**src/design/hds_pkg.sv**
```systemverilog
`timescale 1ns / 1ps

package hds_pkg;

    typedef logic signed [15:0] cell_t;
    typedef logic [15:0]        ratio_t;
    typedef logic [1:0]         op_t;
    typedef logic [7:0]         idx_t;
    typedef logic [1:0]         reg_idx_t;
    typedef logic [15:0]        cfg_data_t;

    localparam op_t OP_LOAD = 2'd0;
    localparam op_t OP_STEP = 2'd1;
    localparam op_t OP_READ = 2'd2;

    localparam reg_idx_t REG_RATIO = 2'd0;
    localparam reg_idx_t REG_LEFT  = 2'd1;
    localparam reg_idx_t REG_RIGHT = 2'd2;

    localparam ratio_t RATIO_RESET = 16'd24576;
    localparam cell_t  LEFT_RESET  = 16'sd0;
    localparam cell_t  RIGHT_RESET = 16'sd8192;

    localparam cell_t CELL_MAX = 16'sh7fff;
    localparam cell_t CELL_MIN = 16'sh8000;

    typedef struct packed {
        logic accept;
        logic clr_wr;
        logic ld_wr;
        logic rd_item;
        logic st_p0;
        logic st_p1;
        logic st_mul;
        logic st_wb;
        logic out_load;
    } cmd_t;

    typedef struct packed {
        logic clear_last;
        logic cell_last;
        logic idx_ok;
        op_t  op;
    } status_t;

endpackage

```
**src/design/hds_ctrl.sv**
```systemverilog
`timescale 1ns / 1ps

module hds_ctrl (
    input  logic             clk,
    input  logic             rst_n,
    input  logic             item_valid,
    output logic             item_ready,
    output logic             result_valid,
    input  logic             result_ready,
    input  hds_pkg::status_t status,
    output hds_pkg::cmd_t    cmd
);
    import hds_pkg::*;

    localparam logic [2:0] S_CLEAR  = 3'd0;
    localparam logic [2:0] S_IDLE   = 3'd1;
    localparam logic [2:0] S_DECODE = 3'd2;
    localparam logic [2:0] S_P0     = 3'd3;
    localparam logic [2:0] S_P1     = 3'd4;
    localparam logic [2:0] S_MUL    = 3'd5;
    localparam logic [2:0] S_WB     = 3'd6;
    localparam logic [2:0] S_FIN    = 3'd7;

    logic [2:0] state_reg;
    logic [2:0] state_next;
    logic       out_valid_reg;
    logic       out_valid_next;

    assign result_valid = out_valid_reg;

    always_comb
    begin
        state_next     = state_reg;
        out_valid_next = out_valid_reg && !result_ready;
        cmd            = '0;
        item_ready     = 1'b0;
        case (state_reg)
            S_CLEAR:
            begin
                cmd.clr_wr = 1'b1;
                if (status.clear_last)
                begin
                    state_next = S_IDLE;
                end
            end
            S_IDLE:
            begin
                item_ready = 1'b1;
                if (item_valid)
                begin
                    cmd.accept = 1'b1;
                    state_next = S_DECODE;
                end
            end
            S_DECODE:
            begin
                case (status.op)
                    OP_LOAD:
                    begin
                        cmd.ld_wr  = status.idx_ok;
                        state_next = S_FIN;
                    end
                    OP_STEP:
                    begin
                        state_next = S_P0;
                    end
                    OP_READ:
                    begin
                        cmd.rd_item = status.idx_ok;
                        state_next  = S_FIN;
                    end
                    default:
                    begin
                        state_next = S_FIN;
                    end
                endcase
            end
            S_P0:
            begin
                cmd.st_p0  = 1'b1;
                state_next = S_P1;
            end
            S_P1:
            begin
                cmd.st_p1  = 1'b1;
                state_next = S_MUL;
            end
            S_MUL:
            begin
                cmd.st_mul = 1'b1;
                state_next = S_WB;
            end
            S_WB:
            begin
                cmd.st_wb  = 1'b1;
                state_next = status.cell_last ? S_FIN : S_MUL;
            end
            S_FIN:
            begin
                if (!out_valid_reg || result_ready)
                begin
                    cmd.out_load   = 1'b1;
                    out_valid_next = 1'b1;
                    state_next     = S_IDLE;
                end
            end
            default:
            begin
                state_next = S_IDLE;
            end
        endcase
    end

    always_ff @(posedge clk or negedge rst_n)
    begin
        if (!rst_n)
        begin
            state_reg     <= S_CLEAR;
            out_valid_reg <= 1'b0;
        end
        else
        begin
            state_reg     <= state_next;
            out_valid_reg <= out_valid_next;
        end
    end

`ifndef SYNTH
    a_one_writer: assert property (@(posedge clk) disable iff (!rst_n)
        $onehot0({cmd.clr_wr, cmd.ld_wr, cmd.st_p0, cmd.st_p1, cmd.st_wb}))
        else $error("more than one memory write source");

    a_result_kept: assert property (@(posedge clk) disable iff (!rst_n)
        (out_valid_reg && !result_ready) |=> out_valid_reg)
        else $error("pending result dropped");

    a_accept_decode: assert property (@(posedge clk) disable iff (!rst_n)
        (item_valid && item_ready) |=> (state_reg == S_DECODE))
        else $error("accepted transaction not decoded");

    a_sweep_end: assert property (@(posedge clk) disable iff (!rst_n)
        (state_reg == S_WB && status.cell_last) |=> (state_reg == S_FIN))
        else $error("sweep did not finish after last cell");

    a_load_free: assert property (@(posedge clk) disable iff (!rst_n)
        cmd.out_load |-> (!out_valid_reg || result_ready))
        else $error("result register overwritten");
`endif

endmodule

```
**config.mk**
```make
export PLATFORM = sky130hd
export DESIGN_NAME = hds_ctrl
export DESIGN_NICKNAME = d
export VERILOG_FILES = /design/src/design/hds_pkg.sv /design/src/design/hds_ctrl.sv
export SDC_FILE = /design/constraint.sdc
export NUM_CORES = 1
export LEC_CHECK = 0
export BUFFER_PORTS_ARGS = -buffer_cell sky130_fd_sc_hd__buf_2
export CORE_AREA = 4 4 41 43
export CTS_BUF_LIST = sky130_fd_sc_hd__clkbuf_16
export DETAILED_ROUTE_END_ITERATION = 8
export DIE_AREA = 0 0 45 47
export PLACE_DENSITY_LB_ADDON = 0.1
export SLEW_MARGIN = 0
export SYNTH_ARGS = -nofsm -noshare
export SYNTH_HDL_FRONTEND = slang
export SYNTH_SLANG_ARGS = --single-unit
```
**constraint.sdc**
```tcl
create_clock -name clk -period 1.87 [get_ports clk]
set_input_delay 0.187 -clock clk [delete_from_list [all_inputs] [get_ports clk]]
set_output_delay 0.187 -clock clk [all_outputs]
set_load 0.01 [all_outputs]
```
==> metrics list, run 1 <==
* Run status: complete, no violations
- Number of antenna violations at the first check in global routing: 0
- The worst register-to-register path begins at state_reg[2].
- Most common library cell in the layout ignoring fill and taps: sky130_fd_sc_hd__buf_2
* Number of buffers added by the clock tree synthesis step: 3
- Summed over all nets, the switching power comes to 0.292 mW.
- After the first detailed-routing iteration, the DRC count stood at 4.
* Tightest slew margin relative to the limit: 78.2%
- Post-Route Hold Slack: 0.278 ns
- The core region is 1300 µm².
* Worst path cell trace: nor4b_1 -> and3_1 -> buf_2
- The longest clock path from root to sink contains 2 buffers.
* Most frequent cells in the layout: 19 x sky130_fd_sc_hd__buf_2, 6 x sky130_fd_sc_hd__nor2_1, 4 x sky130_fd_sc_hd__dfrtp_1
- Compared with the post-synthesis result, the final layout area differs by 64.5%.
* Worst Tran Pin Value: 0.322 ns
- Number of placed I/O pins: 20
* Worst slack at placement: 0.491 ns
* Post-Synthesis Cells: 34
- Count of non-filler cells in the finished layout: 69
* Number of levels the H-tree was split into: 1
* Setup Skew: 0.00297 ns
- Data on the critical path is required at its endpoint by 1.68 ns.
* Average vias per placed instance: 4.49
* Share of final-layout standard cells stronger than drive strength 1: 46.3%
- The endpoint identified for the worst register-to-register timing path is state_reg[1].
- For this design, the slowest cell found on the critical path is sky130_fd_sc_hd__dfrtp_1.
* Setup repair after global routing missed its margin: false
* Die area: 2120 µm²
- For this run, the number of Yosys warnings is 0.
- Maximum capacitance violations: 0
- For this design, the sink count on the clock tree is 4.
- For hold timing, the worst endpoint is state_reg[0].
- Switching share of total power: 35.2%
- In this run the core area contains 13 standard-cell rows.
- Slack of the worst reg-to-reg path: 0.59 ns
- Global-route wire length before repair: 1210 µm
- The first detailed-routing pass ran for 5 iterations.
* Die boundary height: 47 µm
- The setup path with the least slack is of type flop to primary output.
- For this block, the via count after detailed routing is 310.
- The register with the most flip-flops in the layout has 3 of them.
- The congestion estimate from routability-driven global placement came to 0.667.
- Portion of the clock cycle consumed by the worst path in the final layout: 85.5%
- The netlist uses 20 different library cells.
* Maximum vdd ir drop: 0.000894 V
* Maximum number of pins on one net before global-route repair: 11
* Leakage component of the power: 0.256 nW
- After synthesis, the mean cell area works out to 8.10 µm².
- Diode count: 0
- Once detail routing completed, the nets flagged for antenna violations numbered 0.
- Dividing total power by cell area gives a power density of 1830 nW/µm².
- The worst setup path is launched from a flop.
- Maximum single-stage delay on the critical path: 0.47 ns
- Data arrives at the worst endpoint at 1.41 ns.
* Hold violation total from the final report: 0
- Startpoint of the lowest-slack hold path: status[4]
- The synthesized netlist occupies a cell area of 275 µm².
- The final number of max-transition violations was 0.
- The clock network is responsible for 39.8% of the overall power.
- Worst Path Max Fanout: 10
- Summing the sequential cell areas from Yosys gives 36.4% of the chip area.
* Minimum clock period after layout: 1.60 ns
- The number of global-route vias before repair is 288.
* Drc violations: 0
- Fmax achieved: 626 MHz
* Sum Neg Setup Slack: 0 ns
- Clock root buffer master: sky130_fd_sc_hd__clkbuf_16
- Setup slack closes at 0.271 ns.
- Synthesis produced a netlist with a net count of 43.
- Effective utilization at floorplan: 21.2%
- Fraction of power consumed by sequential logic: 25.7%
- FF+latch count, synth: 4
- P_int: 0.539 mW
- Power Total: 0.831 mW
* Min-Delay Path Class: input port to flop
- Cts repair resizes: 0
- Logic depth of the worst register-to-register path: 3
- The final layout contains routed wiring with a total length of 772 µm.
- Die W: 45 µm
- TritonCTS built the clock tree.
- Combinational logic burns 34.5% of the power.
- Clock slew at reported path FFs: 0.03 ns
* Post-DR wirelength/cell: 11.2 µm
- Buffers added on ports: 19
- The worst hold path was traced through 3 stages.
- GR Util All Layers: 8.70%
- At the end of the flow, the number of nets in the layout was 65.
- Setup violations remaining at the end of the flow were counted as 0.
* Number of fill cells: 145
- The worst setup path is captured at a primary output.
* Skew-Pair Late Insertion Delay: 0.22 ns
- Global route total overflow: 0
- In this run, placement finished with an instance count of 65.
[layout make-up]
| type | instances | area, µm² | share of cell area (%) |
|---|---|---|---|
| Timing Repair Buffer | 20 | 105 | 23.2 |
| Inverter | 2 | 10.0 | 2.21 |
| Clock buffer | 3 | 75.1 | 16.6 |
| Sequential cell | 4 | 100 | 22.1 |
| Tap cell | 15 | 18.8 | 4.14 |
| Multi-Input combinational cell | 25 | 144 | 31.8 |
[critical path: cells and delay by family (launching register included)]
family                 cells  cell delay [ns]
and+or+nand+nor            2             0.60
buffers and inverters      1             0.12
DFF                        1             0.47
[power groups by stage]
stage / logic, mW / clock network (mW) / registers (mW)
2_1_floorplan: 0.272 / 0 / 0.145
3_3_place_gp: 0.292 / 0 / 0.214
3_5_place_dp: 0.288 / 0 / 0.214
4_1_cts: 0.291 / 0.335 / 0.215
5_1_grt: 0.318 / 0.342 / 0.226
6_report: 0.286 / 0.331 / 0.214
[synthesized netlist by cell type]
cell type	instances	area, µm²
sky130_fd_sc_hd__nand2_1	1	3.75
sky130_fd_sc_hd__a21oi_1	1	5.00
sky130_fd_sc_hd__and3_2	2	15.0
sky130_fd_sc_hd__nor2b_1	1	6.26
sky130_fd_sc_hd__nor2_1	6	22.5
sky130_fd_sc_hd__o211a_1	1	10.0
sky130_fd_sc_hd__nor4_1	1	6.26
sky130_fd_sc_hd__inv_4	1	6.26
sky130_fd_sc_hd__and2_1	1	6.26
sky130_fd_sc_hd__dfrtp_1	4	100
sky130_fd_sc_hd__and3_1	1	6.26
sky130_fd_sc_hd__o21ai_0	1	5.00
sky130_fd_sc_hd__inv_1	1	3.75
sky130_fd_sc_hd__a311o_1	1	10.0
sky130_fd_sc_hd__nor3_1	3	15.0
sky130_fd_sc_hd__buf_2	2	10.0
sky130_fd_sc_hd__nand3_1	1	5.00
sky130_fd_sc_hd__buf_6	1	11.3
sky130_fd_sc_hd__nand2b_1	3	18.8
sky130_fd_sc_hd__nor4b_1	1	8.76
[per-layer routing]
layer | global-route usage [%] | wire (µm)
met5 | 0 | 0
met4 | 5.26 | 12
met3 | 6.51 | 105
met2 | 10.5 | 284
met1 | 10.7 | 369
[worst max-delay path by stage]
stage / slack (ns) / cells after the start / from / end
detailed placement: 0.49 / 3 / state_reg[2] / cmd[5]
CTS: 0.25 / 3 / state_reg[0] / cmd[5]
global placement: 0.50 / 3 / state_reg[2] / cmd[5]
floorplan: 0.62 / 4 / state_reg[0] / cmd[6]
global route: 0.16 / 4 / state_reg[0] / cmd[6]
finish: 0.27 / 3 / state_reg[0] / cmd[5]
[what timing repair did]
| item | 4_1_cts | 5_1_grt |
|---|---|---|
| setup buffers | 0 | 0 |
| endpoints found under the hold margin | 4 | 0 |
| hold buffers | 1 | 0 |
[logic make-up (layout without fill, tap and decap cells)]
kind of cell	after synthesis	in the layout	synth area share, %
buffers and inverters	5	25	11.4
and+or+nand+nor	21	21	41.4
DFF	4	4	36.4
AOI/OAI and AO/OA	4	4	10.9
[per-stage QoR]
step	area [µm²]	utilization [%]
after floorplan	275	-
after global placement	368	28.3
after detailed placement	368	28.3
after CTS	453	34.8
after global routing	453	34.8
final	453	34.8
No activity file was read; power rests on OpenSTA's default activity.
==> inputs of run 2 (changes only) <==
==> constraint.sdc (replaced) <==
create_clock -name clk -period 1.6 [get_ports clk]
set_input_delay 0.16 -clock clk [delete_from_list [all_inputs] [get_ports clk]]
set_output_delay 0.16 -clock clk [all_outputs]
set_load 0.01 [all_outputs]
==> run 2 against run 1 <==
Effect of this change:
- combinational power grew 42%
- design area grew 4.7%
- clock-buffer cell count is the same
- worst setup slack lost 0.17 ns
- flip-flop and latch count is the same
- final cell count grew 2.9%
- total power grew 23%
- sequential power grew 3%
==> metrics list, run 2 (synthesis gave the netlist of run 1 again) <==
- Worst Tran Pin Value: 0.352 ns (+0.0298 ns)
* Final RePlAce weighted congestion: 0.674 (+1.1%)
* Number of buffers added for setup after CTS: 0 (unchanged)
* Most common library cell in the layout ignoring fill and taps: sky130_fd_sc_hd__buf_2
* Crit path DAT: 1.34 ns (-0.07 ns)
- Fmax achieved: 666 MHz
* End point of the worst hold path: result_valid
- The tightest min-delay check is of the input port to flop type.
- Skew-Pair Late Insertion Delay: 0.23 ns (about the same)
- Global-route wire length before repair: 1280 µm (+5.7%)
- The count of maximum capacitance violations is 0 (unchanged).
- The power density normalized to cell area came to 2160 nW/µm² (+18%).
- Row cnt: 13 (unchanged)
- The core area was 1300 µm² (unchanged).
* Clock tree from TritonCTS: done
- P_int: 0.664 mW (+23%)
- GR Util All Layers: 9.41% (+0.71 points)
- The via count of the routed design is 322 (+3.9%).
- Final antenna-violating net count: 0 (unchanged)
- Minimum clock period after layout: 1.50 ns
- The area enclosed by the die boundary is 2120 µm² (unchanged).
* Hold Path Cell Cnt: 3 (unchanged)
- The number of antenna violations at the first check in global routing is 0 (unchanged).
* Buffers added on ports: 19 (unchanged)
- Maximum vdd ir drop: 0.00115 V (+28%)
* Leakage component of the power: 0.266 nW (+4.1%)
- Diode count: 0 (unchanged)
* Number of levels the H-tree was split into: 1 (unchanged)
* Number of violations reported at the end of detailed-routing iteration 0: 10 (+6)
- Global route total overflow: 0 (unchanged)
* Most frequent cells in the layout: 19 x sky130_fd_sc_hd__buf_2, 6 x sky130_fd_sc_hd__nor2_1, 4 x sky130_fd_sc_hd__dfrtp_1
- The combinational share of power was 39.8% (+5.3 points).
- The setup skew after layout came to 0.00551 ns (+0.00254 ns).
- Relative area change from synthesis to final layout: 72.3%
- The clock transition at the register clock pins on the worst setup and hold paths after CTS came to 0.03 ns (about the same).
- The top fanout value on the critical path was 9 (-1).
* Share of final-layout standard cells stronger than drive strength 1: 50.0% (+3.7 points)
- The share of power burned in the clock network was 38.6% (-1.2 points).
* Post-DR wirelength/cell: 11.7 µm (+4.6%)
- The worst setup path is of the flop to primary output kind.
- The die extent in x came to 45 µm (unchanged).
* Util after Layout: 36.4% (+1.6 points)
* Number of detailed-route iterations in the first pass: 4 (-1)
- Nets: 67 (+3.1%)
- Count of non-filler cells in the finished layout: 71 (+2.9%)
* Dpl cells: 67 (+3.1%)
- The critical path goes through nor4b_2 -> and3_1 -> buf_2.
- The switching power as a share of total power came to 35.1% (-0.11 points).
* Logic depth of the worst register-to-register path: 3 (unchanged)
- The largest individual stage delay along the critical path comes from the cell sky130_fd_sc_hd__dfrtp_1.
* Critical Path End Type: primary output
- Post-detailed-placement half-perimeter wirelength: 612 µm
- The count of buffering cells on the critical path with inverters included came to 1 (unchanged).
- The aggregate negative setup slack came to 0 ns (unchanged).
- Type of origin of the critical path: flop
- Average vias per placed instance: 4.54 (+0.95%)
- Maximum single-stage delay on the critical path: 0.49 ns (+0.02 ns)
- The clock net sink count is 4 (unchanged).
* Final setup violation count: 0 (unchanged)
- Total Wirelength: 831 µm (+7.6%)
* CP Data Required Time: 1.44 ns (-0.24 ns)
* Worst slack at placement: 0.259 ns (-0.231 ns)
- Run status: complete, no violations
- Multi-input gate area in the final layout: 150 µm² (+4.3%)
- In this run the critical register-to-register path is captured at state_reg[1].
- The startpoint identified for the worst hold timing path is result_ready.
- Effective utilization at floorplan: 21.2% (unchanged)
- Slack of the worst reg-to-reg path: 0.33 ns (-0.26 ns)
- The clock tree buffer depth was 2 (unchanged).
* Post-Route Hold Slack: 0.250 ns (-0.0280 ns)
* Clock root buffer master: sky130_fd_sc_hd__clkbuf_16
- The number of global-route vias before repair was 302 (+4.9%).
- Hold violation total from the final report: 0 (unchanged)
- Drc violations: 0 (unchanged)
- Tightest slew margin relative to the limit: 76.5% (-1.7 points)
* Top Family by Delay on Critical Path: simple AND/OR/NAND/NOR gates
- Final WS setup: 0.0989 ns (-0.173 ns)
- The storage element area was 100 µm² (unchanged).
- The height of the die came to 47 µm (unchanged).
- The number of flip-flops in the largest register came to 3 (unchanged).
- R2r startpoint: state_reg[2]
- The switching power total is 0.358 mW (+23%).
* Portion of the clock cycle consumed by the worst path in the final layout: 93.8%
- Number of buffers added by the clock tree synthesis step: 3 (unchanged)
- Number of fill cells: 144 (-0.69%)
- The largest net degree at the start of global routing is 10 (-1).
- The number of top-level pins was 20 (unchanged).
- The part of the power in registers is 21.7% (-4.0 points).
- The final number of max-transition violations is 0 (unchanged).
-- run 2: layout make-up --
class	count	share of cell area, %
Sequential cell	4	21.1
Tap cell	15	3.96
Clock buffer	3	15.8
Inverter	2	2.11
Timing Repair Buffer	22	25.3
Multi-Input combinational cell	25	31.7
-- run 2: worst reg2reg max path, delay by kind of cell (launching register included) --
family | cells | cell delay (ns)
AO/OA/AOI/OAI | 2 | 0.55
buffers and inverters | 1 | 0.08
flip-flops | 1 | 0.54
-- run 2: worst max-delay path by stage --
stage                  from     end  cells past startpoint
2_1_floorplan  state_reg[0]  cmd[6]                      4
3_3_place_gp   state_reg[2]  cmd[5]                      3
3_5_place_dp   state_reg[2]  cmd[5]                      3
4_1_cts        state_reg[2]  cmd[5]                      3
5_1_grt        state_reg[2]  cmd[6]                      4
6_report       state_reg[2]  cmd[5]                      3
-- run 2: stage by stage --
stage | power (mW) | instance area, µm²
2_1_floorplan | 0.488 | 275
4_1_cts | 1.03 | 468
5_1_grt | 1.10 | 474
3_5_place_dp | 0.623 | 383
6_report | 1.02 | 474
3_3_place_gp | 0.631 | 383
-- run 2: layer usage --
metal | vias to the layer above | global-route usage (%) | wire, µm | part of all wire (%)
met4 | 0 | 8.77 | 25 | 3.0
met3 | 2 | 4.60 | 95 | 11
met2 | 23 | 12.7 | 332 | 40
met5 | - | 0 | 0 | 0
met1 | 133 | 10.7 | 377 | 45
li1 | 164 | - | - | -
-- run 2: power by group through the flow --
stage                     registers (mW)  clock network (mW)  logic, mW
after floorplan                    0.170                   0      0.318
after global placement             0.219                   0      0.412
after detailed placement           0.215                   0      0.408
after CTS                          0.214               0.402      0.412
after global routing               0.230               0.409      0.463
final                              0.221               0.394      0.407
-- run 2: repair_timing --
action                     in CTS  in global routing
gates resized for setup         0                  1
hold endpoints to repair        4                  0
setup endpoints to repair       0                  2
hold buffers                    1                  0
==> inputs of run 3 (changes only) <==
--- a/config.mk
+++ b/config.mk
@@ -7,9 +7,9 @@
 export LEC_CHECK = 0
 export BUFFER_PORTS_ARGS = -buffer_cell sky130_fd_sc_hd__buf_2
 export CORE_AREA = 4 4 41 43
-export CTS_BUF_LIST = sky130_fd_sc_hd__clkbuf_16
 export DETAILED_ROUTE_END_ITERATION = 8
 export DIE_AREA = 0 0 45 47
+export GPL_TIMING_DRIVEN = 0
 export PLACE_DENSITY_LB_ADDON = 0.1
 export SLEW_MARGIN = 0
 export SYNTH_ARGS = -nofsm -noshare
==> run 3 against run 2 <==
Effect of this change:
- first-iteration DRC count decreased by 80%
- worst setup slack improved by 0.043 ns
- via count decreased by 2.5%
- flip-flop and latch count unchanged
- sequential share of layout area increased by 1.7 points
- highest routed layer unchanged
- sequential power decreased by 26%
- clock-buffer cell count unchanged
- critical path type unchanged
- fmax increased by 3.0%
- combinational power increased by 21%
==> metrics list, run 3 (synthesis gave the netlist of run 1 again) <==
- Clock tree buffer depth: 2 (unchanged)
- Sinks on the clock net: 4 (unchanged)
- Post-Route Hold Slack: 0.239 ns (-0.0117 ns)
- Die W: 45 µm (unchanged)
* Share of final-layout standard cells stronger than drive strength 1: 50.9% (+0.88 points)
- The clock transition at the register clock pins on the worst setup and hold paths after CTS was 0.04 ns (about the same).
- The number of placement rows is 13 (unchanged).
* Power Dens Cells: 1780 nW/µm² (-18%)
* Portion of the clock cycle consumed by the worst path in the final layout: 91.1% (-2.7 points)
* Drc violations: 0 (unchanged)
- In this run the critical register-to-register path is captured at state_reg[1].
- The final-stage net count was 68 (+1.5%).
- Final std cell area, no fill: 439 µm² (-7.4%)
- End point of the worst hold path: state_reg[0]
* Maximum vdd ir drop: 0.000845 V (-26%)
- The number of antenna-violating nets in the routed design was 0 (unchanged).
* Clock root buffer master: sky130_fd_sc_hd__clkbuf_4
- The number of antenna violations at the first check in global routing is 0 (unchanged).
- Minimum clock period after layout: 1.46 ns (-0.0433 ns)
- The number of global-route vias before repair is 277 (-8.3%).
- Startpoint of the lowest-slack hold path: status[4]
- The total placed instance area came to 389 µm² (+1.6%).
- TritonCTS built the clock tree.
- The worst-skew pair later-pin latency came to 0.23 ns (about the same).
- The tightest min-delay check is of the input port to flop type.
- Post-DR wirelength/cell: 10.4 µm (-11%)
- The highest achievable clock rate was 686 MHz (+3.0%).
- Diode count: 0 (unchanged)
- The critical path goes through buf_6 -> nor4b_4 -> and3_1 -> buf_2.
- Die area: 2120 µm² (unchanged)
- Maximum single-stage delay on the critical path: 0.36 ns (-0.13 ns)
- Leaving out fill and tap cells, the most frequent cell in the layout is sky130_fd_sc_hd__buf_2.
* Final RePlAce weighted congestion: 0.630 (-6.6%)
- Average vias per placed instance: 4.36 (-3.8%)
* Relative area change from synthesis to final layout: 59.5%
* Die boundary height: 47 µm (unchanged)
- The slew at the pin closest to its max-slew limit is 0.238 ns (-0.114 ns).
- The number of flip-flops in the largest register came to 3 (unchanged).
- Number of violations reported at the end of detailed-routing iteration 0: 2 (-8)
* Hold violation total from the final report: 0 (unchanged)
- Total Wirelength: 747 µm (-10%)
- The worst slew slack as a fraction of its limit is 84.0% (+7.5 points).
* Number of levels the H-tree was split into: 1 (unchanged)
- The leftover overflow at the end of global routing was 0 (unchanged).
- The number of buffers inserted by post-CTS setup repair came to 0 (unchanged).
- The placed wire-length estimate after detailed placement is 579 µm (-5.4%).
- R2r startpoint: state_reg[2]
- Area of the core: 1300 µm² (unchanged)
* CP Data Required Time: 1.44 ns (about the same)
- Dpl cells: 68 (+1.5%)
- The signal arrival time at the worst endpoint came to 1.30 ns (-0.04 ns).
- The slowest stage of the critical path belongs to the cell sky130_fd_sc_hd__dfrtp_1.
* Sum Neg Setup Slack: 0 ns (unchanged)
- GR Util All Layers: 7.67% (-1.7 points)
- Routed via count: 314 (-2.5%)
- The count of fill cells added during filler insertion came to 158 (+9.7%).
- Type of origin of the critical path: flop
- Logic depth of the worst register-to-register path: 4 (+1)
* Number of detailed-route iterations in the first pass: 2 (-2)
* Setup Skew: 0.00318 ns (-0.00233 ns)
* Number of placed I/O pins: 20 (unchanged)
- The total leakage power came to 0.254 nW (-4.6%).
- Count of non-filler cells in the finished layout: 72 (+1.4%)
- The effective utilization at floorplan is 21.2% (unchanged).
- STA classifies the critical path endpoint as a primary output.
- The largest net degree at the start of global routing was 11 (+1).
- The final number of max-transition violations was 0 (unchanged).
- The critical path is of the flop to primary output type.
* Slack of the worst reg-to-reg path: 0.42 ns (+0.09 ns)
- Buffers added on ports: 19 (unchanged)
- The run finished with clean final reports.
- Number of buffers added by the clock tree synthesis step: 3 (unchanged)
- Global-route wire length before repair: 1140 µm (-11%)
* Maximum capacitance violations: 0 (unchanged)
- Most frequent cells in the layout: 20 x sky130_fd_sc_hd__buf_2, 6 x sky130_fd_sc_hd__nor2_1, 4 x sky130_fd_sc_hd__clkbuf_4, 4 x sky130_fd_sc_hd__dfrtp_1
* Worst Path Max Fanout: 9 (unchanged)
* Final setup violation count: 0 (unchanged)
* Setup repair after global routing missed its margin: false
* Hold Path Cell Cnt: 3 (unchanged)
## run 3: timing repair
action	CTS	global route
resized for setup	1	2
hold buffers	1	0
pin swaps	0	1
endpoints found under the hold margin	4	0
setup endpoints to repair	2	2
## run 3: final cells by class
cell class / count / area, µm² / area share [%]
Clock buffer: 3 / 22.5 / 5.13
Timing Repair Buffer: 20 / 105 / 23.9
Tap cell: 15 / 18.8 / 4.27
Sequential cell: 4 / 100 / 22.8
Inverter: 2 / 10.0 / 2.28
Buffer: 3 / 23.8 / 5.41
Multi-Input combinational cell: 25 / 159 / 36.2
## run 3: worst max-delay path, delay by kind of cell, from the launching register on
| family | cells | cell delay, ns |
|---|---|---|
| AND/OR/NAND/NOR | 2 | 0.43 |
| flip-flops | 1 | 0.36 |
| buffers and inverters | 2 | 0.27 |
## run 3: worst max path at each step
| stage | start | endpoint | cells past startpoint |
|---|---|---|---|
| detailed placement | state_reg[0] | cmd[5] | 4 |
| global route | state_reg[0] | cmd[6] | 5 |
| floorplan | state_reg[0] | cmd[6] | 4 |
| finish | state_reg[2] | cmd[5] | 4 |
| CTS | state_reg[0] | cmd[5] | 4 |
| global placement | state_reg[0] | cmd[5] | 4 |
## run 3: report_power, final
group	leakage, nW	total (mW)	switching (mW)	internal, mW
clock	0.0138	0.123	0.0395	0.0838
combinational	0.194	0.494	0.280	0.214
sequential	0.0465	0.163	0.0128	0.151
total	0.254	0.780	0.332	0.449
## run 3: per-layer routing
metal  wire [µm]  track usage (%)  up-vias
li1            -                -      166
met2         288             9.60       18
met4          12             3.51        0
met3          97             4.60        2
met5           0                0        -
met1         348             10.3      128
## run 3: per-stage QoR
stage / power [mW] / worst slack (ns) / util [%]
6_report: 0.780 / 0.142 / 33.8
5_1_grt: 0.859 / 0.0194 / 33.8
4_1_cts: 0.776 / 0.0593 / 32.9
3_5_place_dp: 0.634 / 0.251 / 29.9
3_3_place_gp: 0.639 / 0.231 / 29.9
2_1_floorplan: 0.488 / 0.374 / -
